--- config.mk ---
export PLATFORM = sky130hd
export DESIGN_NAME = adf_queue
export DESIGN_NICKNAME = d
export VERILOG_FILES = /design/src/hdl/adf_pkg.sv /design/src/hdl/adf_queue.sv
export SDC_FILE = /design/constraint.sdc
export NUM_CORES = 1
export LEC_CHECK = 0
export ABC_AREA = 1
export BUFFER_PORTS_ARGS = -buffer_cell sky130_fd_sc_hd__buf_2
export CAP_MARGIN = 20
export CELL_PAD_IN_SITES_DETAIL_PLACEMENT = 0
export CELL_PAD_IN_SITES_GLOBAL_PLACEMENT = 1
export CORE_MARGIN = 4
export CORE_UTILIZATION = 49
export CTS_BUF_LIST = sky130_fd_sc_hd__clkbuf_4 sky130_fd_sc_hd__clkbuf_8
export DETAILED_ROUTE_END_ITERATION = 10
export PLACE_DENSITY = 0.93
export SYNTH_ARGS = -nofsm -noshare
export SYNTH_HDL_FRONTEND = slang
export SYNTH_SLANG_ARGS = --single-unit
--- constraint.sdc ---
create_clock -name clock -period 7.9 [get_ports clock]
set_clock_uncertainty 0.1 [all_clocks]
set_input_delay 1.58 -clock clock [delete_from_list [all_inputs] [get_ports clock]]
set_output_delay 1.58 -clock clock [all_outputs]
set_load 0.01 [all_outputs]
--- src/hdl/adf_pkg.sv ---
// Shared types, constants and hash functions of the adaptive packet filter.
// No dependencies; adf_front, adf_queue, adf_back and the top level import it.
`timescale 1ns / 1ps
package adf_pkg;

   localparam int FLOW_ENTRIES = 4096;
   localparam int SYN_ENTRIES  = 4096;
   localparam int CLEAR_SPAN   = (FLOW_ENTRIES > SYN_ENTRIES) ? FLOW_ENTRIES : SYN_ENTRIES;
   localparam int FLOW_IDX_W   = $clog2(FLOW_ENTRIES);
   localparam int SYN_IDX_W    = $clog2(SYN_ENTRIES);
   localparam int IDX_W        = $clog2(CLEAR_SPAN);
   localparam int QUEUE_DEPTH  = 4;
   localparam int QPTR_W       = $clog2(QUEUE_DEPTH);

   localparam int CSR_ADDR_W = 6;
   localparam int CSR_DATA_W = 64;
   localparam logic [2:0] REG_FLOW_START  = 3'd0;
   localparam logic [2:0] REG_SYN_START   = 3'd1;
   localparam logic [2:0] REG_WINDOW      = 3'd2;
   localparam logic [2:0] REG_FLOW_FLOOR  = 3'd3;
   localparam logic [2:0] REG_SYN_FLOOR   = 3'd4;

   localparam logic [31:0] RST_FLOW_START = 32'd500;
   localparam logic [31:0] RST_SYN_START  = 32'd100;
   localparam logic [39:0] RST_WINDOW     = 40'd1000000000;
   localparam logic [31:0] RST_FLOW_FLOOR = 32'd50;
   localparam logic [31:0] RST_SYN_FLOOR  = 32'd10;

   localparam logic [15:0] ETHER_IPV4 = 16'h0800;
   localparam logic [7:0]  PROTO_TCP  = 8'd6;
   localparam logic [7:0]  PROTO_UDP  = 8'd17;

   localparam logic [1:0] CAUSE_NONE      = 2'd0;
   localparam logic [1:0] CAUSE_MALFORMED = 2'd1;
   localparam logic [1:0] CAUSE_SYN       = 2'd2;
   localparam logic [1:0] CAUSE_FLOW      = 2'd3;

   localparam logic [31:0] U32_MAX   = 32'hFFFF_FFFF;
   // ceil(2^35 / 10): x * RECIP_TEN >> 35 is floor(x / 10) for any 32-bit x
   localparam logic [31:0] RECIP_TEN = 32'hCCCC_CCCD;

   typedef enum logic [1:0] {
      CLS_PASS,
      CLS_MALFORMED,
      CLS_METER
   } cls_type;

   typedef struct packed {
      cls_type     cls;
      logic        syn_chk;
      logic [31:0] addr;
      logic [15:0] port;
      logic [63:0] now;
   } q_entry_type;

   typedef struct packed {
      logic [31:0] flow_start;
      logic [31:0] syn_start;
      logic [39:0] window;
      logic [31:0] flow_floor;
      logic [31:0] syn_floor;
   } cfg_type;

   typedef struct packed {
      logic        used;
      logic [47:0] key;
      logic [63:0] start;
      logic [31:0] cnt;
      logic [31:0] lim;
   } flow_entry_type;

   typedef struct packed {
      logic        used;
      logic [31:0] key;
      logic [63:0] start;
      logic [31:0] cnt;
      logic [31:0] lim;
   } syn_entry_type;

   function automatic logic [FLOW_IDX_W-1:0] flow_hash(input logic [47:0] key);
      logic [FLOW_IDX_W-1:0] h;
      h = '0;
      for (int i = 0; i < 48; i++) h[i % FLOW_IDX_W] = h[i % FLOW_IDX_W] ^ key[i];
      if ({1'b0, h} >= (FLOW_IDX_W+1)'(FLOW_ENTRIES)) h = h - FLOW_IDX_W'(FLOW_ENTRIES);
      return h;
   endfunction

   function automatic logic [SYN_IDX_W-1:0] syn_hash(input logic [31:0] key);
      logic [SYN_IDX_W-1:0] h;
      h = '0;
      for (int i = 0; i < 32; i++) h[i % SYN_IDX_W] = h[i % SYN_IDX_W] ^ key[i];
      if ({1'b0, h} >= (SYN_IDX_W+1)'(SYN_ENTRIES)) h = h - SYN_IDX_W'(SYN_ENTRIES);
      return h;
   endfunction

endpackage

--- src/hdl/adf_queue.sv ---
// Short FIFO between the classifier and the metering engine.
// Depends on adf_pkg.
`timescale 1ns / 1ps
module adf_queue (
   input  logic                 clock,
   input  logic                 reset,
   input  logic                 push_valid,
   output logic                 push_ready,
   input  adf_pkg::q_entry_type push_data,
   output logic                 pop_valid,
   input  logic                 pop_ready,
   output adf_pkg::q_entry_type pop_data
);
   import adf_pkg::*;

   q_entry_type       slot_ff [QUEUE_DEPTH];
   logic [QPTR_W-1:0] wr_ptr_ff, wr_ptr_in;
   logic [QPTR_W-1:0] rd_ptr_ff, rd_ptr_in;
   logic [QPTR_W:0]   count_ff, count_in;
   logic              do_push, do_pop;

   assign push_ready = (count_ff != (QPTR_W+1)'(QUEUE_DEPTH));
   assign pop_valid  = (count_ff != '0);
   assign pop_data   = slot_ff[rd_ptr_ff];
   assign do_push    = push_valid & push_ready;
   assign do_pop     = pop_valid & pop_ready;

   always_comb begin
      wr_ptr_in = wr_ptr_ff;
      rd_ptr_in = rd_ptr_ff;
      count_in  = count_ff;
      if (do_push) wr_ptr_in = (wr_ptr_ff == QPTR_W'(QUEUE_DEPTH-1)) ? '0 : wr_ptr_ff + 1'b1;
      if (do_pop)  rd_ptr_in = (rd_ptr_ff == QPTR_W'(QUEUE_DEPTH-1)) ? '0 : rd_ptr_ff + 1'b1;
      if (do_push && !do_pop) count_in = count_ff + 1'b1;
      if (do_pop && !do_push) count_in = count_ff - 1'b1;
   end

   always_ff @(posedge clock) begin
      if (reset) begin
         wr_ptr_ff <= '0;
         rd_ptr_ff <= '0;
         count_ff  <= '0;
      end else begin
         wr_ptr_ff <= wr_ptr_in;
         rd_ptr_ff <= rd_ptr_in;
         count_ff  <= count_in;
      end
      if (do_push) slot_ff[wr_ptr_ff] <= push_data;
   end
endmodule

Word-level counts from Yosys, hierarchy flattened
Memories as Yosys holds them, arrays and structs flattened. A register that Yosys moved wholly into a read port is not among the register bits.
Cells that the tools add are included.
Storage, ports and cells
  output and inout bits: 117
  bits in registers: 7
  memories: 1
  memory bits (writable): 460
  input port bits: 119
  word-level logic and storage cells: 27
Memories
  slot_ff: depth 4, bits a word 115, rd ports 1, clocked after memory_dff 1, wr ports 1, line adf_queue.sv:16  | q_entry_type slot_ff [QUEUE_DEPTH];
Operators by class
  bitwise gates (word level): 2
  reductions and logical operators: 6
  add/sub/neg operators: 4
  equal/unequal tests: 3
  muxes and demuxes: 8
Operators with widths (count)
  two-way mux 2 bit: 4
  two-way mux 3 bit: 2
  adder 2 x 1 -> 2 bit (second input constant): 2
  == test 2 bit (second input constant): 2
  adder 3 x 1 -> 3 bit (second input constant): 1
  != test 3 bit (second input constant): 1
  nonzero test 3 bit: 1
  subtractor 3 x 1 -> 3 bit (second input constant): 1
  bitwise AND 1 bit: 2
  logical AND 1 bit: 2
  logical NOT 1 bit: 2
  two-way mux 1 bit: 2
  nonzero test 2 bit: 1

Depth between registers and ports, before layout
Gate-level depths: netlist (run 1).
  depth after elaboration: 6
  mapped depth: 13
  depth with buffers taken out: 13

Least setup slack after synthesis (run 1)
OpenSTA, ideal clock, no wires.
  kind: input-to-reg
  start: input push_valid
  end: memory slot_ff[0][0] in the netlist's numbering, enable pin
  buffers on the path: 0
  data required time: 7.209 ns
  setup time: 0.591 ns
  setup slack: 0.725 ns
  stages on the path: 2
  data arrival time: 6.484 ns
  path through: nand2_1 -> nor2_1
Between the ends
  longest elaborated chain between the ends: 3
RTL lines
  from (decl): line adf_queue.sv:7  | input logic push_valid,
  bitwise AND 1 bit: line adf_queue.sv:25  | assign do_push = push_valid & push_ready;
  two-way mux 1 bit: line adf_queue.sv:48  | if (do_push) slot_ff[wr_ptr_ff] <= push_data;
  two-way mux 1 bit (not written as such): line adf_queue.sv:48
  to (decl): line adf_queue.sv:16
No other way between the ends.

==> results by group, run 1 <==
Clock network
  – Clk slew on worst S/H paths: 0.06 ns
  – Postcts setup bufs: 0
  – Clk_lat worst skew: 0.60 ns
  – Post-CTS Resized: 0
  – CTS sink cnt: 469
  – CTS H-tree lvls: 3
  – CTS buffer count: 73
  – CTS tree: yes
  – Clock Tree Buf Depth: 3
  – Root Buffer: clkbuf_8
  – Cts hold-fix bufs: 0

Finish
  – Layout Nets: between 1,500 and 2,000
  – Most common cell after layout, fill and taps aside: edfxtp_1
  – Most frequent cells in the layout: edfxtp_1 (460), nor2_1 (238), buf_2 (235)
  – Fill count: 2,699
  – Final Non-Filler Cells: 1,935
  – Syn-to-layout area delta: 16.1%
  – Layout cells sized above 1: 24.7%

Synth
  – Syn_area_per_cell: 14.8 sq um
  – Syn Nets: 1,307
  – Cells after Synth: roughly 1,200
  – Seq/Total Area, Yosys: 80.0%
  – Synth Register Bits: 469
  – Unique masters post-synth: 21
  – Synth Warn #: 0
  – Cell area after synthesis: 17,500 sq um

Timing
  – RSZ-0062 raised after global routing: false
  – Fmax: about 190 MHz
  – Post-route setup TNS: 0 ns
  – Relative slew slack: 28.8%
  – Worst-margin pin slew: 1.07 ns
  – Final Hold Fails: 0
  – Final worst path period share: about two thirds
  – Crit path time final: 5.23 ns
  – Setup violators final: 0
  – Max-slew violation count: 0

Setup path
  – Reg2Reg Launch Point: count_ff[1]
  – Critical Path Sink Type: primary output
  – Worst Path Max Fanout: roughly 140
  – Worst EP required: 6.22 ns
  – Setup slack, reg-to-reg: around 5.5 ns
  – Crit path kind: flop to primary output
  – RR Endpoint: slot_ff[3][66]
  – Worst Reg2Reg Path Length in Cells: 5
  – Setup crit start kind: flop
  – CP arrival: 3.55 ns

Floorplanning
  – Io pins: 236
  – Core area: about 35,000 sq um
  – Die ar.: 38,800 sq um
  – FP Rows: 68
  – Initial Utilization: 50.2%
  – Horiz. Die Dim: slightly below 200 um
  – Die height: 197 um

Power and ir drop
  – Worst IR Drop VDD: 0.000195 V
  – Leak pwr: 7.12 nW
  – Power Total: a little under 7 mW
  – Pwr/cell area: 331 nW/um^2

Worst hold path
  – HP Class: flop to flop
  – HP Start: rd_ptr_ff[1]
  – Hold path depth: 2

Global route
  – First-pass GRT wire length: 57,600 um
  – Largest net degree at the start of global routing: 136
  – Vias in the first global route: about 11,000
  – Tot GR Track Use: roughly a fifth
  – Total grt overflow: 0
  – Antenna violations before repair: 7

Status
  – Run status: completed

Drt
  – WL/cell: 19.4 um
  – Pre-antenna DRT Iters: 5
  – DR iter-0 viols: approximately 750
  – Residual DRC: 0
  – Final ANT Viol Nets: 0
  – Vias per cell: 5.50
  – Routed wire length: 37,500 um
  – Via count: between 10,000 and 15,000

Run
  – Number of max-cap violations: 0

Place
  – Hpwl dp: 20,800 um
  – Dpl cells: 1,810
  – Final GP Congestion: 0.735
  – # port buffers: ~240
==> metrics by stage <==
| step | cell area (sq um) | hold WS [ns] | setup slack [ns] | utilization [%] |
|---|---|---|---|---|
| 2_1_floorplan | 17500 | 0.383 | 0.725 | - |
| 3_3_place_gp | 18900 | 0.401 | 3.38 | 54.3 |
| 3_5_place_dp | 18900 | 0.409 | 3.27 | 54.3 |
| 4_1_cts | 20300 | 0.413 | 2.60 | 58.2 |
| 5_1_grt | 20300 | 0.455 | 2.39 | 58.2 |
| 6_report | 20300 | 0.412 | 2.67 | 58.2 |
==> sequential cells by signal, indices dropped and copies added (netlist names), named ones only <==
signal and flops:
slot_ff 460, wr_ptr_ff 2, count_ff 3, rd_ptr_ff 2
==> Yosys cell counts <==
cell,count,area (sq um)
inv_4,1,6.26
edfxtp_1,460,13800
buf_4,2,15.0
nand3b_1,2,15.0
nand4_1,1,6.26
buf_2,27,135
ha_1,6,75.1
o21ai_0,138,691
o22ai_1,115,719
dfxtp_1,9,180
nand2_1,14,52.6
inv_1,16,60.1
o21ai_1,94,470
inv_2,1,3.75
a21oi_1,5,25.0
nor2_1,242,908
buf_6,15,169
clkbuf_2,6,30.0
fa_1,1,20.0
clkbuf_1,24,90.1
nand3_1,2,10.0
==> cells by family (layout without fill, tap and decap cells) <==
group	after synthesis	after routing	share of synthesized area, %
flops	469	469	80.0
compound gates	352	352	10.9
simple gates	261	261	5.67
buf+inv	92	386	2.91
fa+ha+maj	7	7	0.544
other cells	0	5	0
==> report_power, final <==
group	switching (mW)	internal, mW
clock	0.857	1.04
combinational	1.15	0.568
sequential	0.119	2.99
==> critical path, cell delays in order (launching register included) <==
cell and delay, ns:
dfxtp_4 0.50, inv_6 0.80, buf_4 0.92, o21ai_0 0.22, o22ai_1 0.22, buf_2 0.17
==> layout make-up <==
cell class / instances / area [sq um] / area share (%)
Sequential cell: 469 / 14000 / 68.9
Tap cell: 455 / 569 / 2.80
Inverter: 18 / 75.1 / 0.370
Clock buffer: 97 / 1200 / 5.90
Antenna cell: 5 / 12.5 / 0.0616
Timing Repair Buffer: 248 / 1270 / 6.27
Clock inverter: 23 / 159 / 0.782
Multi-Input combinational cell: 620 / 3020 / 14.9
==> layer usage <==
layer	track usage (%)	part of all wire [%]	up-vias
li1	-	-	4966
met1	23.7	40	5209
met5	0	0.19	-
met2	31.3	48	383
met3	6.21	9.4	74
met4	6.99	2.3	12
==> worst max path at each step <==
stage | start | to | cells after the start
2_1_floorplan | push_valid | slot_ff[0][0] | 2
6_report | flop | pop_data[6] | 5
4_1_cts | flop | pop_data[7] | 5
3_3_place_gp | flop | pop_data[6] | 5
5_1_grt | flop | pop_data[6] | 5
3_5_place_dp | flop | pop_data[7] | 5
Power figures use the tool's default switching activity.
==> inputs of run 2 (changes only) <==
==> constraint.sdc (replaced) <==
create_clock -name clock -period 5.2 [get_ports clock]
set_clock_uncertainty 0.1 [all_clocks]
set_input_delay 1.04 -clock clock [delete_from_list [all_inputs] [get_ports clock]]
set_output_delay 1.04 -clock clock [all_outputs]
set_load 0.01 [all_outputs]
==> run 2 against run 1 <==
Net effect: sequential power rose by 50%; first-iteration DRC count fell by 19%; worst hold slack improved by 0.015 ns; critical path depth unchanged; clock power is 62% higher; critical path type unchanged; largest power group unchanged.
==> results by group, run 2 (synthesized netlist as in run 1, its figures left out) <==
Status
  – Run status: completed

Setup path
  – Worst Path Max Fanout: 83 (-39%)
  – Critical Path Sink Type: primary output
  – Setup crit start kind: flop
  – Setup slack, reg-to-reg: 2.79 ns (-2.74 ns)
  – Worst Reg2Reg Path Length in Cells: 5 (unchanged)
  – CP arrival: 2.83 ns (-0.72 ns)
  – Crit path kind: flop to primary output
  – Reg2Reg Launch Point: count_ff[1]
  – Worst EP required: 4.06 ns (-2.16 ns)
  – RR Endpoint: slot_ff[0][106]

Power and ir drop
  – Sw Ratio: 31.5% (-0.14 points)
  – Worst IR Drop VDD: 0.000436 V (+120%)
  – Seq pwr share: 44.7% (-1.5 points)
  – Net Switching: 3.29 mW (+55%)
  – Leak pwr: 7.20 nW (+1.1%)
  – Int Power: 7.16 mW (+56%)
  – Power Total: 10.4 mW (+55%)
  – Pwr/cell area: 509 nW/um^2 (+54%)
  – Clock network fraction of total power: 29.5% (+1.3 points)
  – Gate power share: 25.8% (+0.3 points)

Drt
  – Residual DRC: 0 (unchanged)
  – Wire length on met1: 15,000 um (about the same)
  – WL/cell: 19.2 um (-0.90%)
  – DR top layer: met5
  – Met2 wire length: 18,100 um (+0.49%)
  – Pre-antenna DRT Iters: 5 (unchanged)
  – DR WL met3: 3440 um (-2.1%)
  – Vias per cell: 5.46 (-0.83%)
  – DR iter-0 viols: 608 (-19%)
  – Final ANT Viol Nets: 0 (unchanged)
  – Via count: 10,627 (-0.16%)
  – Routed wire length: 37,400 um (-0.24%)

Place
  – DP Area: 19,000 sq um (+0.36%)
  – # port buffers: 235 (unchanged)
  – Final GP Congestion: 0.745 (+1.4%)
  – Hpwl dp: 19,800 um (-4.5%)

Floorplanning
  – Io pins: 236 (unchanged)
  – Initial Utilization: 50.2% (unchanged)
  – FP Rows: 68 (unchanged)
  – Die ar.: 38,800 sq um (unchanged)
  – Core area: 34,900 sq um (unchanged)
  – Die height: 197 um (unchanged)
  – Horiz. Die Dim: 197 um (unchanged)

Global route
  – Largest net degree at the start of global routing: 231 (+70%)
  – First-pass GRT wire length: 57,200 um (-0.68%)
  – Antenna violations before repair: 9 (+2)
  – Vias in the first global route: 10,724 (-1.2%)
  – Tot GR Track Use: 18.8% (-0.19 points)
  – Total grt overflow: 0 (unchanged)

Finish
  – Layout Nets: 1,556 (unchanged)
  – Layout cells sized above 1: 24.9% (+0.20 points)
  – Most common cell after layout, fill and taps aside: edfxtp_1
  – Fill count: 2,654 (-1.7%)
  – Most frequent cells in the layout: edfxtp_1 (460), nor2_1 (238), buf_2 (235)
  – Regs by FF count: slot_ff x460, count_ff x3
  – Syn-to-layout area delta: 17.2%
  – Largest reg by FF count: slot_ff
  – Final Cell Area: 20,500 sq um (+0.96%)
  – Max reg flops: 460 (unchanged)

Clock network
  – CTS H-tree lvls: 3 (unchanged)
  – Cts hold-fix bufs: 0 (unchanged)
  – CTS sink cnt: 469 (unchanged)
  – CTS tree: yes
  – Clk slew on worst S/H paths: 0.06 ns (about the same)
  – Post-CTS Resized: 0 (unchanged)
  – Clock Tree Buf Depth: 3 (unchanged)
  – CTS buffer count: 74 (+1.4%)
  – Root Buffer: clkbuf_8
  – Clk_lat worst skew: 0.60 ns (about the same)
  – Postcts setup bufs: 0 (unchanged)

Timing
  – Fmax: approximately 250 MHz
  – Post-route setup TNS: 0 ns (unchanged)
  – RSZ-0062 raised after global routing: false
  – Max-slew violation count: 0 (unchanged)
  – Worst-margin pin slew: 1.18 ns (+0.108 ns)
  – Setup violators final: 0 (unchanged)
  – Final Hold Fails: 0 (unchanged)
  – Crit path time final: 3.97 ns
  – Relative slew slack: 21.6% (-7.2 points)
  – Hold slack: 0.427 ns (+0.0150 ns)
  – Final worst path period share: 76.3%

Run
  – Number of max-cap violations: 0 (unchanged)

Worst hold path
  – Min-Delay Endpoint: count_ff[0]
  – Hold path depth: 2 (unchanged)
  – HP Class: flop to flop
  – HP Start: count_ff[0]
==> run 2: changes by cell type in the layout (fill, tap and decap cells not counted), sizes merged <==
| cell | delta |
|---|---|
| clkinv | +9 |
| bufinv | +2 |
| clkbuf | +2 |
| buf | -1 |
| diode | +1 |
==> run 2: worst max path at each step <==
stage | end | start | depth (start not counted)
2_1_floorplan | slot_ff[0][0] | push_valid | 2
3_3_place_gp | pop_data[6] | flop | 5
3_5_place_dp | pop_data[73] | flop | 5
4_1_cts | pop_data[73] | flop | 5
5_1_grt | pop_data[6] | flop | 5
6_report | pop_data[0] | flop | 5
==> run 2: layout make-up <==
class                   count  area, sq um  share of cell area [%]
inverters                  18         75.1                   0.366
multi-input cells         620         3020                    14.7
clock inverters            34          256                    1.25
repair buffers            247         1340                    6.54
flip-flops and latches    469        14000                    68.3
well taps                 455          569                    2.78
diodes                      6         15.0                  0.0732
clock buffers              99         1220                    5.97
==> run 2: per-layer routing <==
layer	vias up	track usage (%)
met4	14	6.55
met3	58	6.48
met5	-	0
met2	368	30.5
li1	4978	-
met1	5209	23.9
==> run 2: metrics by stage <==
step | instances | util, % | worst slack, ns
after floorplan | 1181 | - | -1.43
after global placement | 1809 | 54.5 | 1.87
after detailed placement | 1809 | 54.5 | 1.85
after CTS | 1942 | 58.7 | 1.18
after global routing | 1943 | 58.7 | 1.05
final | 1948 | 58.8 | 1.23
==> run 2: critical path, stage by stage, from the launching register on <==
cell and delay (ns):
dfxtp_4 0.53, inv_4 0.76, buf_4 0.35, o21ai_0 0.12
o22ai_1 0.20, buf_2 0.18
==> run 2: power groups by stage <==
stage	logic [mW]	registers, mW	clock network [mW]
detailed placement	2.72	4.75	0
global route	3.00	4.69	3.36
finish	2.69	4.67	3.08
global placement	2.66	4.73	0
floorplan	1.72	4.74	0
CTS	2.74	4.67	3.16
