===== src/hdl/adf_pkg.sv =====
// Shared types, constants and hash functions of the adaptive packet filter.
// No dependencies; adf_front, adf_queue, adf_back and the top level import it.
`timescale 1ns / 1ps
package adf_pkg;

   localparam int FLOW_ENTRIES = 4096;
   localparam int SYN_ENTRIES  = 4096;
   localparam int CLEAR_SPAN   = (FLOW_ENTRIES > SYN_ENTRIES) ? FLOW_ENTRIES : SYN_ENTRIES;
   localparam int FLOW_IDX_W   = $clog2(FLOW_ENTRIES);
   localparam int SYN_IDX_W    = $clog2(SYN_ENTRIES);
   localparam int IDX_W        = $clog2(CLEAR_SPAN);
   localparam int QUEUE_DEPTH  = 4;
   localparam int QPTR_W       = $clog2(QUEUE_DEPTH);

   localparam int CSR_ADDR_W = 6;
   localparam int CSR_DATA_W = 64;
   localparam logic [2:0] REG_FLOW_START  = 3'd0;
   localparam logic [2:0] REG_SYN_START   = 3'd1;
   localparam logic [2:0] REG_WINDOW      = 3'd2;
   localparam logic [2:0] REG_FLOW_FLOOR  = 3'd3;
   localparam logic [2:0] REG_SYN_FLOOR   = 3'd4;

   localparam logic [31:0] RST_FLOW_START = 32'd500;
   localparam logic [31:0] RST_SYN_START  = 32'd100;
   localparam logic [39:0] RST_WINDOW     = 40'd1000000000;
   localparam logic [31:0] RST_FLOW_FLOOR = 32'd50;
   localparam logic [31:0] RST_SYN_FLOOR  = 32'd10;

   localparam logic [15:0] ETHER_IPV4 = 16'h0800;
   localparam logic [7:0]  PROTO_TCP  = 8'd6;
   localparam logic [7:0]  PROTO_UDP  = 8'd17;

   localparam logic [1:0] CAUSE_NONE      = 2'd0;
   localparam logic [1:0] CAUSE_MALFORMED = 2'd1;
   localparam logic [1:0] CAUSE_SYN       = 2'd2;
   localparam logic [1:0] CAUSE_FLOW      = 2'd3;

   localparam logic [31:0] U32_MAX   = 32'hFFFF_FFFF;
   // ceil(2^35 / 10): x * RECIP_TEN >> 35 is floor(x / 10) for any 32-bit x
   localparam logic [31:0] RECIP_TEN = 32'hCCCC_CCCD;

   typedef enum logic [1:0] {
      CLS_PASS,
      CLS_MALFORMED,
      CLS_METER
   } cls_type;

   typedef struct packed {
      cls_type     cls;
      logic        syn_chk;
      logic [31:0] addr;
      logic [15:0] port;
      logic [63:0] now;
   } q_entry_type;

   typedef struct packed {
      logic [31:0] flow_start;
      logic [31:0] syn_start;
      logic [39:0] window;
      logic [31:0] flow_floor;
      logic [31:0] syn_floor;
   } cfg_type;

   typedef struct packed {
      logic        used;
      logic [47:0] key;
      logic [63:0] start;
      logic [31:0] cnt;
      logic [31:0] lim;
   } flow_entry_type;

   typedef struct packed {
      logic        used;
      logic [31:0] key;
      logic [63:0] start;
      logic [31:0] cnt;
      logic [31:0] lim;
   } syn_entry_type;

   function automatic logic [FLOW_IDX_W-1:0] flow_hash(input logic [47:0] key);
      logic [FLOW_IDX_W-1:0] h;
      h = '0;
      for (int i = 0; i < 48; i++) h[i % FLOW_IDX_W] = h[i % FLOW_IDX_W] ^ key[i];
      if ({1'b0, h} >= (FLOW_IDX_W+1)'(FLOW_ENTRIES)) h = h - FLOW_IDX_W'(FLOW_ENTRIES);
      return h;
   endfunction

   function automatic logic [SYN_IDX_W-1:0] syn_hash(input logic [31:0] key);
      logic [SYN_IDX_W-1:0] h;
      h = '0;
      for (int i = 0; i < 32; i++) h[i % SYN_IDX_W] = h[i % SYN_IDX_W] ^ key[i];
      if ({1'b0, h} >= (SYN_IDX_W+1)'(SYN_ENTRIES)) h = h - SYN_IDX_W'(SYN_ENTRIES);
      return h;
   endfunction

endpackage


===== src/hdl/adf_req_if.sv =====
// Packet header channel (valid/ready).
// No dependencies.
`timescale 1ns / 1ps
interface adf_req_if;
   logic        valid;
   logic        ready;
   logic [15:0] frame_bytes;
   logic [15:0] ether_kind;
   logic [3:0]  ip_version_field;
   logic [3:0]  ip_header_words;
   logic [7:0]  ip_proto_number;
   logic [31:0] source_address;
   logic [15:0] source_port;
   logic        syn_flag;
   logic        ack_flag;
   logic [3:0]  tcp_header_words;
   logic [15:0] udp_length_field;
   logic [63:0] arrival_time_ns;

   modport source (output valid, frame_bytes, ether_kind, ip_version_field, ip_header_words,
                   ip_proto_number, source_address, source_port, syn_flag, ack_flag,
                   tcp_header_words, udp_length_field, arrival_time_ns, input ready);
   modport sink (input valid, frame_bytes, ether_kind, ip_version_field, ip_header_words,
                 ip_proto_number, source_address, source_port, syn_flag, ack_flag,
                 tcp_header_words, udp_length_field, arrival_time_ns, output ready);
endinterface


===== src/hdl/adf_front.sv =====
// Front end: header checks and classification of each packet beat.
// Depends on adf_pkg and adf_req_if.
`timescale 1ns / 1ps
module adf_front (
   adf_req_if.sink             req,
   input  logic                init_done,
   output logic                push_valid,
   input  logic                push_ready,
   output adf_pkg::q_entry_type push_data
);
   import adf_pkg::*;

   logic [16:0] len;
   logic [6:0]  l4;
   logic [16:0] l4_ext;
   logic        is_tcp;
   logic        tcp_bad;
   logic        udp_bad;
   cls_type     cls;

   assign len    = {1'b0, req.frame_bytes};
   assign l4     = 7'd14 + {1'b0, req.ip_header_words, 2'b00};
   assign l4_ext = {10'b0, l4};
   assign is_tcp = (req.ip_proto_number == PROTO_TCP);

   assign tcp_bad = (l4_ext + 17'd20 > len) || (req.tcp_header_words < 4'd5) ||
                    (l4_ext + {11'b0, req.tcp_header_words, 2'b00} > len);
   assign udp_bad = (l4_ext + 17'd8 > len) || (req.udp_length_field < 16'd8) ||
                    (l4_ext + {1'b0, req.udp_length_field} > len);

   always_comb begin
      priority if (len < 17'd14 || req.ether_kind != ETHER_IPV4) begin
         cls = CLS_PASS;
      end else if (len < 17'd34) begin
         cls = CLS_MALFORMED;
      end else if (req.ip_proto_number != PROTO_TCP && req.ip_proto_number != PROTO_UDP) begin
         cls = CLS_PASS;
      end else if (l4_ext > len) begin
         cls = CLS_PASS;
      end else if (req.ip_header_words < 4'd5 || req.ip_version_field != 4'd4 ||
                   l4_ext == len) begin
         cls = CLS_MALFORMED;
      end else if (is_tcp ? tcp_bad : udp_bad) begin
         cls = CLS_MALFORMED;
      end else if (req.source_port == 16'd0) begin
         cls = CLS_PASS;
      end else begin
         cls = CLS_METER;
      end
   end

   assign req.ready  = push_ready & init_done;
   assign push_valid = req.valid & init_done;

   assign push_data.cls     = cls;
   assign push_data.syn_chk = is_tcp & req.syn_flag & ~req.ack_flag;
   assign push_data.addr    = req.source_address;
   assign push_data.port    = req.source_port;
   assign push_data.now     = req.arrival_time_ns;
endmodule


===== src/flat_wrapper.sv =====
// flat-port wrapper written by rule: the top's interface ports become plain ports
module adf_front_flat import adf_pkg::*;
  (init_done, push_valid, push_ready, push_data, req_valid, req_frame_bytes, req_ether_kind, req_ip_version_field, req_ip_header_words, req_ip_proto_number, req_source_address, req_source_port, req_syn_flag, req_ack_flag, req_tcp_header_words, req_udp_length_field, req_arrival_time_ns, req_ready);
  adf_req_if req_i ();
  input  logic init_done;
  output logic push_valid;
  input  logic push_ready;
  output adf_pkg::q_entry_type push_data;
  input wire logic [$bits(req_i.valid)-1:0] req_valid;
  input wire logic [$bits(req_i.frame_bytes)-1:0] req_frame_bytes;
  input wire logic [$bits(req_i.ether_kind)-1:0] req_ether_kind;
  input wire logic [$bits(req_i.ip_version_field)-1:0] req_ip_version_field;
  input wire logic [$bits(req_i.ip_header_words)-1:0] req_ip_header_words;
  input wire logic [$bits(req_i.ip_proto_number)-1:0] req_ip_proto_number;
  input wire logic [$bits(req_i.source_address)-1:0] req_source_address;
  input wire logic [$bits(req_i.source_port)-1:0] req_source_port;
  input wire logic [$bits(req_i.syn_flag)-1:0] req_syn_flag;
  input wire logic [$bits(req_i.ack_flag)-1:0] req_ack_flag;
  input wire logic [$bits(req_i.tcp_header_words)-1:0] req_tcp_header_words;
  input wire logic [$bits(req_i.udp_length_field)-1:0] req_udp_length_field;
  input wire logic [$bits(req_i.arrival_time_ns)-1:0] req_arrival_time_ns;
  output wire logic [$bits(req_i.ready)-1:0] req_ready;
  assign req_i.valid = req_valid;
  assign req_i.frame_bytes = req_frame_bytes;
  assign req_i.ether_kind = req_ether_kind;
  assign req_i.ip_version_field = req_ip_version_field;
  assign req_i.ip_header_words = req_ip_header_words;
  assign req_i.ip_proto_number = req_ip_proto_number;
  assign req_i.source_address = req_source_address;
  assign req_i.source_port = req_source_port;
  assign req_i.syn_flag = req_syn_flag;
  assign req_i.ack_flag = req_ack_flag;
  assign req_i.tcp_header_words = req_tcp_header_words;
  assign req_i.udp_length_field = req_udp_length_field;
  assign req_i.arrival_time_ns = req_arrival_time_ns;
  assign req_ready = req_i.ready;
  adf_front u_core (.req(req_i), .init_done(init_done), .push_valid(push_valid), .push_ready(push_ready), .push_data(push_data));
endmodule

===== config.mk =====
export PLATFORM = sky130hd
export DESIGN_NAME = adf_front_flat
export DESIGN_NICKNAME = d
export VERILOG_FILES = /design/src/hdl/adf_pkg.sv /design/src/hdl/adf_req_if.sv /design/src/hdl/adf_front.sv /design/src/flat_wrapper.sv
export SDC_FILE = /design/constraint.sdc
export NUM_CORES = 1
export LEC_CHECK = 0
export ABC_CLOCK_PERIOD_IN_PS = 7260
export BUFFER_PORTS_ARGS = -buffer_cell sky130_fd_sc_hd__buf_2
export CAP_MARGIN = 10
export CORE_AREA = 2 2 117 119
export DETAILED_ROUTE_END_ITERATION = 7
export DIE_AREA = 0 0 119 121
export SKIP_LAST_GASP = 1
export SLEW_MARGIN = 20
export SYNTH_ARGS = -nofsm -noshare
export SYNTH_HDL_FRONTEND = slang
export SYNTH_SLANG_ARGS = --single-unit

===== constraint.sdc =====
create_clock -name vclk -period 7.26
set_input_delay 1.452 -clock vclk [all_inputs]
set_output_delay 1.452 -clock vclk [all_outputs]
set_load 0.01 [all_outputs]

## Word-level counts from Yosys, hierarchy flattened

Index checks and enable logic that the tools add are counted.

- Output and inout bits: 117
- Flip-flop bits (word level): 0
- Input bits: 185
- Word-level logic and storage cells: 43

- $lt $le $gt $ge: 10
- Add/subtract/negate cells: 5
- Reductions and logical operators: 9
- Bitwise logic cells: 5
- Eq/ne operators: 6
- Multiplexer cells: 8

Operators with widths:

| operator | count |
|---|---|
| $gt 17x16->1 | 4 |
| $lt 16x4->1 const B | 2 |
| $add 7x16->17 | 1 |
| $eq 7x16->1 | 1 |
| $gt 7x16->1 | 1 |
| $logic_not 16->1 | 1 |
| $lt 16x6->1 const B | 1 |
| $ne 16x12->1 const B | 1 |
| $mux 2 | 7 |
| $add 7x4->8 const B | 1 |
| $add 7x5->8 const B | 1 |
| $add 7x6->8 | 1 |
| $eq 8x3->1 const B | 1 |
| $lt 4x3->1 const B | 2 |
| $ne 8x3->1 const B | 1 |
| $ne 8x5->1 const B | 1 |
| $add 4x6->7 const A | 1 |
| $logic_or 1x1->1 | 7 |
| $and 1x1->1 | 4 |
| $ne 4x3->1 const B | 1 |
| $logic_and 1x1->1 | 1 |
| $mux 1 | 1 |
| $not 1->1 | 1 |

## Longest topological paths before layout

Gate-level depths: netlist (run 1).

- Depth in word-level cells: 12
- Depth in mapped cells: 18
- Mapped depth without buffers: 18

## Worst setup path after synthesis (run 1)

No wires, ideal clock.

- Path type: in2out
- Start: input req_ip_header_words[1]
- End: output push_data[114] in the netlist's numbering
- Slack: 1.210 ns
- Data arrival time: 4.598 ns
- Stages on the path: 15
- Data required time: 5.808 ns
- Buffers on the path: 0
- Cell sequence: o21ai_0 xor2_1 inv_1 ha_1 a21o_1 a221oi_1 nand2b_1 xnor2_1 ha_1 nand4_1 inv_1 a2111oi_0 o32a_1 a31o_1 and3_1

RTL lines:

| what | line | text |
|---|---|---|
| from (decl) | flat_wrapper.sv:13 | `input wire logic [$bits(req_i.ip_header_words)-1:0] req_ip_header_words;` |
| to (decl) | flat_wrapper.sv:8 | `output adf_pkg::q_entry_type push_data;` |

==> impl_metrics.csv, run 1 <==
group,metric,value,unit
synth,synthTopCellsByArea,"buf_4 30%, ha_1 23%, inv_1 5.3%",
timing,clock.fmax,145,MHz
pwr,switching_share,54.9,%
pwr,power.share.sequential,0,%
worst_setup_path,critPathCapture,"push_data[114]",
floorplanning,coreArea,13100,um2
synth,synth.distinct_cells,54,
grt,grt_pass1_wl,14.1,mm
detailed_routing,viasPerCell,4.54,
floorplanning,initial_utilization,21.6,%
min_path,hp-class,"in -> out",
layout,num-clock-buffers,0,
pwr,p_clk_share,0,%
timing,timing.final.crit_share,95.1,%
clocking,ctsHoldBuffers,0,
synth,netlist_instances,381,
layout,multi_input_area,1830,um2
layout,final_cell_area,2760,um2
worst_setup_path,critPathLaunch,"req_ip_header_words[0]",
detailed_routing,drt_iter0_markers,68,
synth,synth_area_per_cell,7.40,um2
detailed_routing,drt-total-wl,9.81,mm
pwr,p_int,0.0924,mW
timing,tns,0,ns
layout,n_fill_cell,1465,
place,port_buffers,110,
floorplanning,io_pins,302,
layout,regArea,0,um2
clocking,post-cts-setup-buffers,0,
place,place_congestion,0.914,
place,post-place-ws,0.240,ns
timing,rsz0062_at_grt,"false",
timing,final-setup-viol-count,0,
timing,worst_slew_pin_slew,0.387,ns
grt,grt_max_degree,10,
synth,syn_area,2820,um2
layout,layout.nets,619,
floorplanning,rows,42,
pwr,ir_drop,0.0000199,V
worst_setup_path,arrival,5.45,ns
timing,maxSlewViolCount,0,
grt,grt_pass1_vias,2493,
synth,synth_top_area_share,29.8,%
worst_setup_path,critPathLaunchType,"primary input",
layout,drive_gt1_share,31.1,%
worst_setup_path,crit_path_end_kind,"output port",
place,dpl-instance-area,2750,um2
synth,ys_seq_area_share,0,%
detailed_routing,drc,0,
clocking,cts.repair.resized,0,
status,status,"finished clean",
pwr,power,0.205,mW
synth,synth_top_cell_by_area,"buf_4",
floorplanning,dieArea,14400,um2
detailed_routing,num_vias,2527,
timing,hold_viol,0,
layout,syn_to_final_growth,-2.04,%
job,max_cap_viol_count,0,
worst_setup_path,critPathMaxFanout,9,
detailed_routing,wl_per_cell,17.6,um
detailed_routing,antenna_left,0,
synth,synth_fp_nets,619,
place,dpl.hpwl,8.94,mm
floorplanning,die_h,121,um
layout,seq_cells,0,
pwr,p_sw,0.113,mW
synth,ys_warn_count,0,
pwr,power.leakage,1.44,nW
worst_setup_path,worstPathRequired,5.81,ns
floorplanning,die_w,119,um
timing,setup_slack,0.354,ns
worst_setup_path,criticalPathCategory,"in -> out",
timing,post-route-min-period,6.91,ns
grt,grt.overflow.total,0,
grt,antenna_found_initial,1,
pwr,power_density,74.2,nW/um2
timing,slew_headroom,73.5,%
layout,fin_util,21.1,%
pwr,pwr-share-comb,100.0,%
grt,grt_usage,12.6,%
detailed_routing,first_pass_iters,4,
## cells in the mapped netlist, drive strengths merged (4+ instances only)
| cell | n |
|---|---|
| and3 | 5 |
| nand2 | 17 |
| xnor2 | 11 |
| inv | 40 |
| a211oi | 4 |
| nor3 | 6 |
| xor2 | 11 |
| nor4 | 12 |
| a21oi | 16 |
| nor2 | 11 |
| o21ai | 11 |
| nand4 | 10 |
| buf | 112 |
| a21o | 5 |
| nand3 | 5 |
| ha | 51 |
## layout make-up
| cell class | count | area share, % |
|---|---|---|
| Multi-Input combinational cell | 228 | 66.3 |
| Timing Repair Buffer | 111 | 20.2 |
| Tap cell | 176 | 7.97 |
| Inverter | 40 | 5.43 |
| Antenna cell | 1 | 0.0906 |
## cell families (layout without fill, tap and decap cells)
| family | Yosys count | after routing | synth area share (%) |
|---|---|---|---|
| buffers and inverters | 153 | 151 | 35.3 |
| adders and majority gates | 53 | 53 | 24.0 |
| other | 0 | 1 | 0 |
| and+or+nand+nor | 86 | 86 | 17.3 |
| muxes | 1 | 1 | 0.355 |
| xor gates and xnor gates | 22 | 22 | 6.83 |
| AOI/OAI and AO/OA | 66 | 66 | 16.1 |
## power by group through the flow
stage	registers [mW]	logic, mW	clock network [mW]
6_report	0	0.205	0.0000000184
5_1_grt	0	0.234	0
4_1_cts	0	0.204	0
3_5_place_dp	0	0.203	0
3_3_place_gp	0	0.204	0
2_1_floorplan	0	0.190	0
## how the worst min path moves through the flow
stage / cells past startpoint / endpoint / startpoint
after floorplan: 1 / push_data[112] / req_ack_flag
after global placement: 0 / push_data[110] / req_source_address[30]
after detailed placement: 0 / push_data[110] / req_source_address[30]
after CTS: 0 / push_data[110] / req_source_address[30]
after global routing: 0 / push_data[86] / req_source_address[6]
final: 0 / push_data[25] / req_arrival_time_ns[25]
## metal layers
layer	vias up	track usage (%)	wire, um
met1	1122	13.4	3640
met3	26	4.61	978
li1	1233	-	-
met4	0	4.09	312
met5	-	0	0
met2	146	23.1	4880
## placed cells by master (no fill, tap or decap), drive strengths merged, types with 4 or more instances in the layout
cell type	instances
nor4	12
xor2	11
nand2	17
nand3	5
inv	40
nand4	10
a21oi	16
nor3	6
o21ai	11
buf	111
and3	5
ha	51
a21o	5
xnor2	11
nor2	11
a211oi	4
## metrics by stage
step | hold WS (ns) | std cells
after global routing | 2.90 | 555
after detailed placement | 2.90 | 555
after floorplan | 2.95 | 381
final | 2.90 | 556
after CTS | 2.90 | 555
after global placement | 2.90 | 555
## critical path, cell delays in order
cell and delay [ns]:
buf_2 0.21, inv_1 0.13, ha_1 0.25, nor2b_1 0.18, nand2_1 0.15, inv_1 0.19
ha_1 0.32, and3_1 0.23, a221oi_2 0.38, nand2b_1 0.19, xnor2_1 0.13, ha_1 0.26
nand4_1 0.17, inv_1 0.05, a2111oi_0 0.39, o32a_1 0.21, a31o_1 0.25, and3_1 0.18
buf_2 0.13
No activity file was read; power rests on OpenSTA's default activity.
==> run 2, diff against run 1 <==
--- a/config.mk
+++ b/config.mk
@@ -11,6 +11,7 @@
 export CORE_AREA = 2 2 117 119
 export DETAILED_ROUTE_END_ITERATION = 7
 export DIE_AREA = 0 0 119 121
+export RECOVER_POWER = 100
 export SKIP_LAST_GASP = 1
 export SLEW_MARGIN = 20
 export SYNTH_ARGS = -nofsm -noshare
==> run 2 against run 1 <==
Global-route usage unchanged. Setup slack got worse by 0.0068 ns. Critical endpoint unchanged. Critical path depth unchanged. Count of clock-buffer cells in the layout is the same. Sequential share of layout area unchanged. Sequential cell count unchanged. Die area unchanged. Highest routed layer unchanged. Core utilization down 0.18 points. Final cell count is the same. Final area decreased by 0.86%. Wire length up 0.29%. Largest power group unchanged. Critical path type unchanged. Fmax is essentially flat.
==> impl_metrics.csv, run 2 (synthesized netlist as in run 1, its figures left out) <==
group,metric,value,unit
floorplanning,die_w,119,um
layout,drive_gt1_share,26.1,%
layout,fin_util,20.9,%
layout,final_common_cell,"buf_2",
place,dpl.hpwl,8.94,mm
pwr,power_density,74.3,nW/um2
layout,seq_cells,0,
floorplanning,dieArea,14400,um2
timing,slew_headroom,73.1,%
timing,worst_slew_pin_slew,0.393,ns
layout,layout.nets,619,
floorplanning,io_pins,302,
grt,use_met2,23.1,%
grt,grtUsageMet3,4.61,%
timing,timing.final.crit_share,95.2,%
layout,final_cell_mix,"90 x buf_2, 51 x ha_1, 40 x inv_1, 19 x clkbuf_1, 17 x nand2_1",
detailed_routing,num_vias,2535,
worst_setup_path,worstPathRequired,5.81,ns
timing,rsz0062_at_grt,"false",
timing,holdWs,2.90,ns
worst_setup_path,crit_path_end_kind,"output port",
timing,hold_viol,0,
worst_setup_path,cp_num_buf_inv,5,
detailed_routing,first_pass_iters,4,
detailed_routing,drc,0,
floorplanning,initial_utilization,21.6,%
job,max_cap_viol_count,0,
grt,antenna_found_initial,1,
worst_setup_path,critPathMaxFanout,9,
layout,num-clock-buffers,0,
clocking,post-cts-setup-buffers,0,
timing,tns,0,ns
grt,grt_pass1_vias,2493,
grt,grt_max_degree,10,
worst_setup_path,arrival,5.46,ns
detailed_routing,wl_per_cell,17.7,um
min_path,hp-class,"in -> out",
timing,final-setup-viol-count,0,
worst_setup_path,path_depth,19,
timing,clock.fmax,145,MHz
grt,grt.overflow.total,0,
detailed_routing,viasPerCell,4.56,
layout,regArea,0,um2
worst_setup_path,cp_top_family,"compound AO/OA/AOI/OAI gates",
floorplanning,coreArea,13100,um2
min_path,worstHoldPathCells,0,
detailed_routing,drt_iter0_markers,66,
worst_setup_path,criticalPathCategory,"in -> out",
grt,use_met1,13.4,%
place,port_buffers,110,
place,place_congestion,0.914,
worst_setup_path,path_cells,"clkbuf_2 > inv_1 > ha_1 > nor2b_1 > nand2_1 > inv_1 > ha_1 > and3_1 > a221oi_2 > nand2b_1 > xnor2_1 > ha_1 > nand4_1 > inv_1 > a2111oi_0 > o32a_1 > a31o_1 > and3_1 > buf_2",
detailed_routing,drt-total-wl,9.84,mm
floorplanning,die_h,121,um
layout,syn_to_final_growth,-2.88,%
floorplanning,rows,42,
clocking,ctsHoldBuffers,0,
grt,grt_usage,12.6,%
pwr,power.leakage,1.39,nW
worst_setup_path,crit_path_top_delay_cell,"a2111oi_0",
pwr,ir_drop,0.0000200,V
worst_setup_path,critPathLaunchType,"primary input",
status,status,"finished clean",
worst_setup_path,critPathMaxStageDelay,0.39,ns
detailed_routing,antenna_left,0,
timing,maxSlewViolCount,0,
timing,post-route-min-period,6.91,ns
grt,grt_pass1_wl,14.1,mm
grt,busiest_layer,"met2",
## run 2: layout make-up
class | count | area [um2]
multi-input cells | 228 | 1830
repair buffers | 111 | 534
diodes | 1 | 2.50
inverters | 40 | 150
fillers | 1479 | 10300
well taps | 176 | 220
## run 2: where the power goes
group          switching (mW)  internal (mW)
clock network               0   0.0000000184
logic                   0.113         0.0909
registers                   0              0
## run 2: metrics by stage
step	area [um2]	total power [mW]	instances	setup WS, ns
finish	2740	0.204	556	0.347
CTS	2750	0.204	555	0.230
global placement	2750	0.204	555	0.403
global route	2740	0.232	555	0.0562
floorplan	2820	0.190	381	1.21
detailed placement	2750	0.203	555	0.240
## run 2: path summary, 6_finish.rpt
path / startpoint / to / slack, ns
setup / recovery: req_ip_header_words[0] / push_data[114] / 0.35
hold / removal: req_arrival_time_ns[25] / push_data[25] / 2.90
## run 2: routing by layer
metal,wire length [um],part of all wire [%],vias to the layer above
met5,0,0,-
met1,3630,37,1130
li1,-,-,1235
met2,4880,50,146
met3,1030,10,24
met4,309,3.1,0
## run 2: repair_timing
action | in CTS | in global routing
endpoints found under the setup margin | 0 | 2
hold endpoints to repair | 0 | 0
resized for setup | 0 | 1
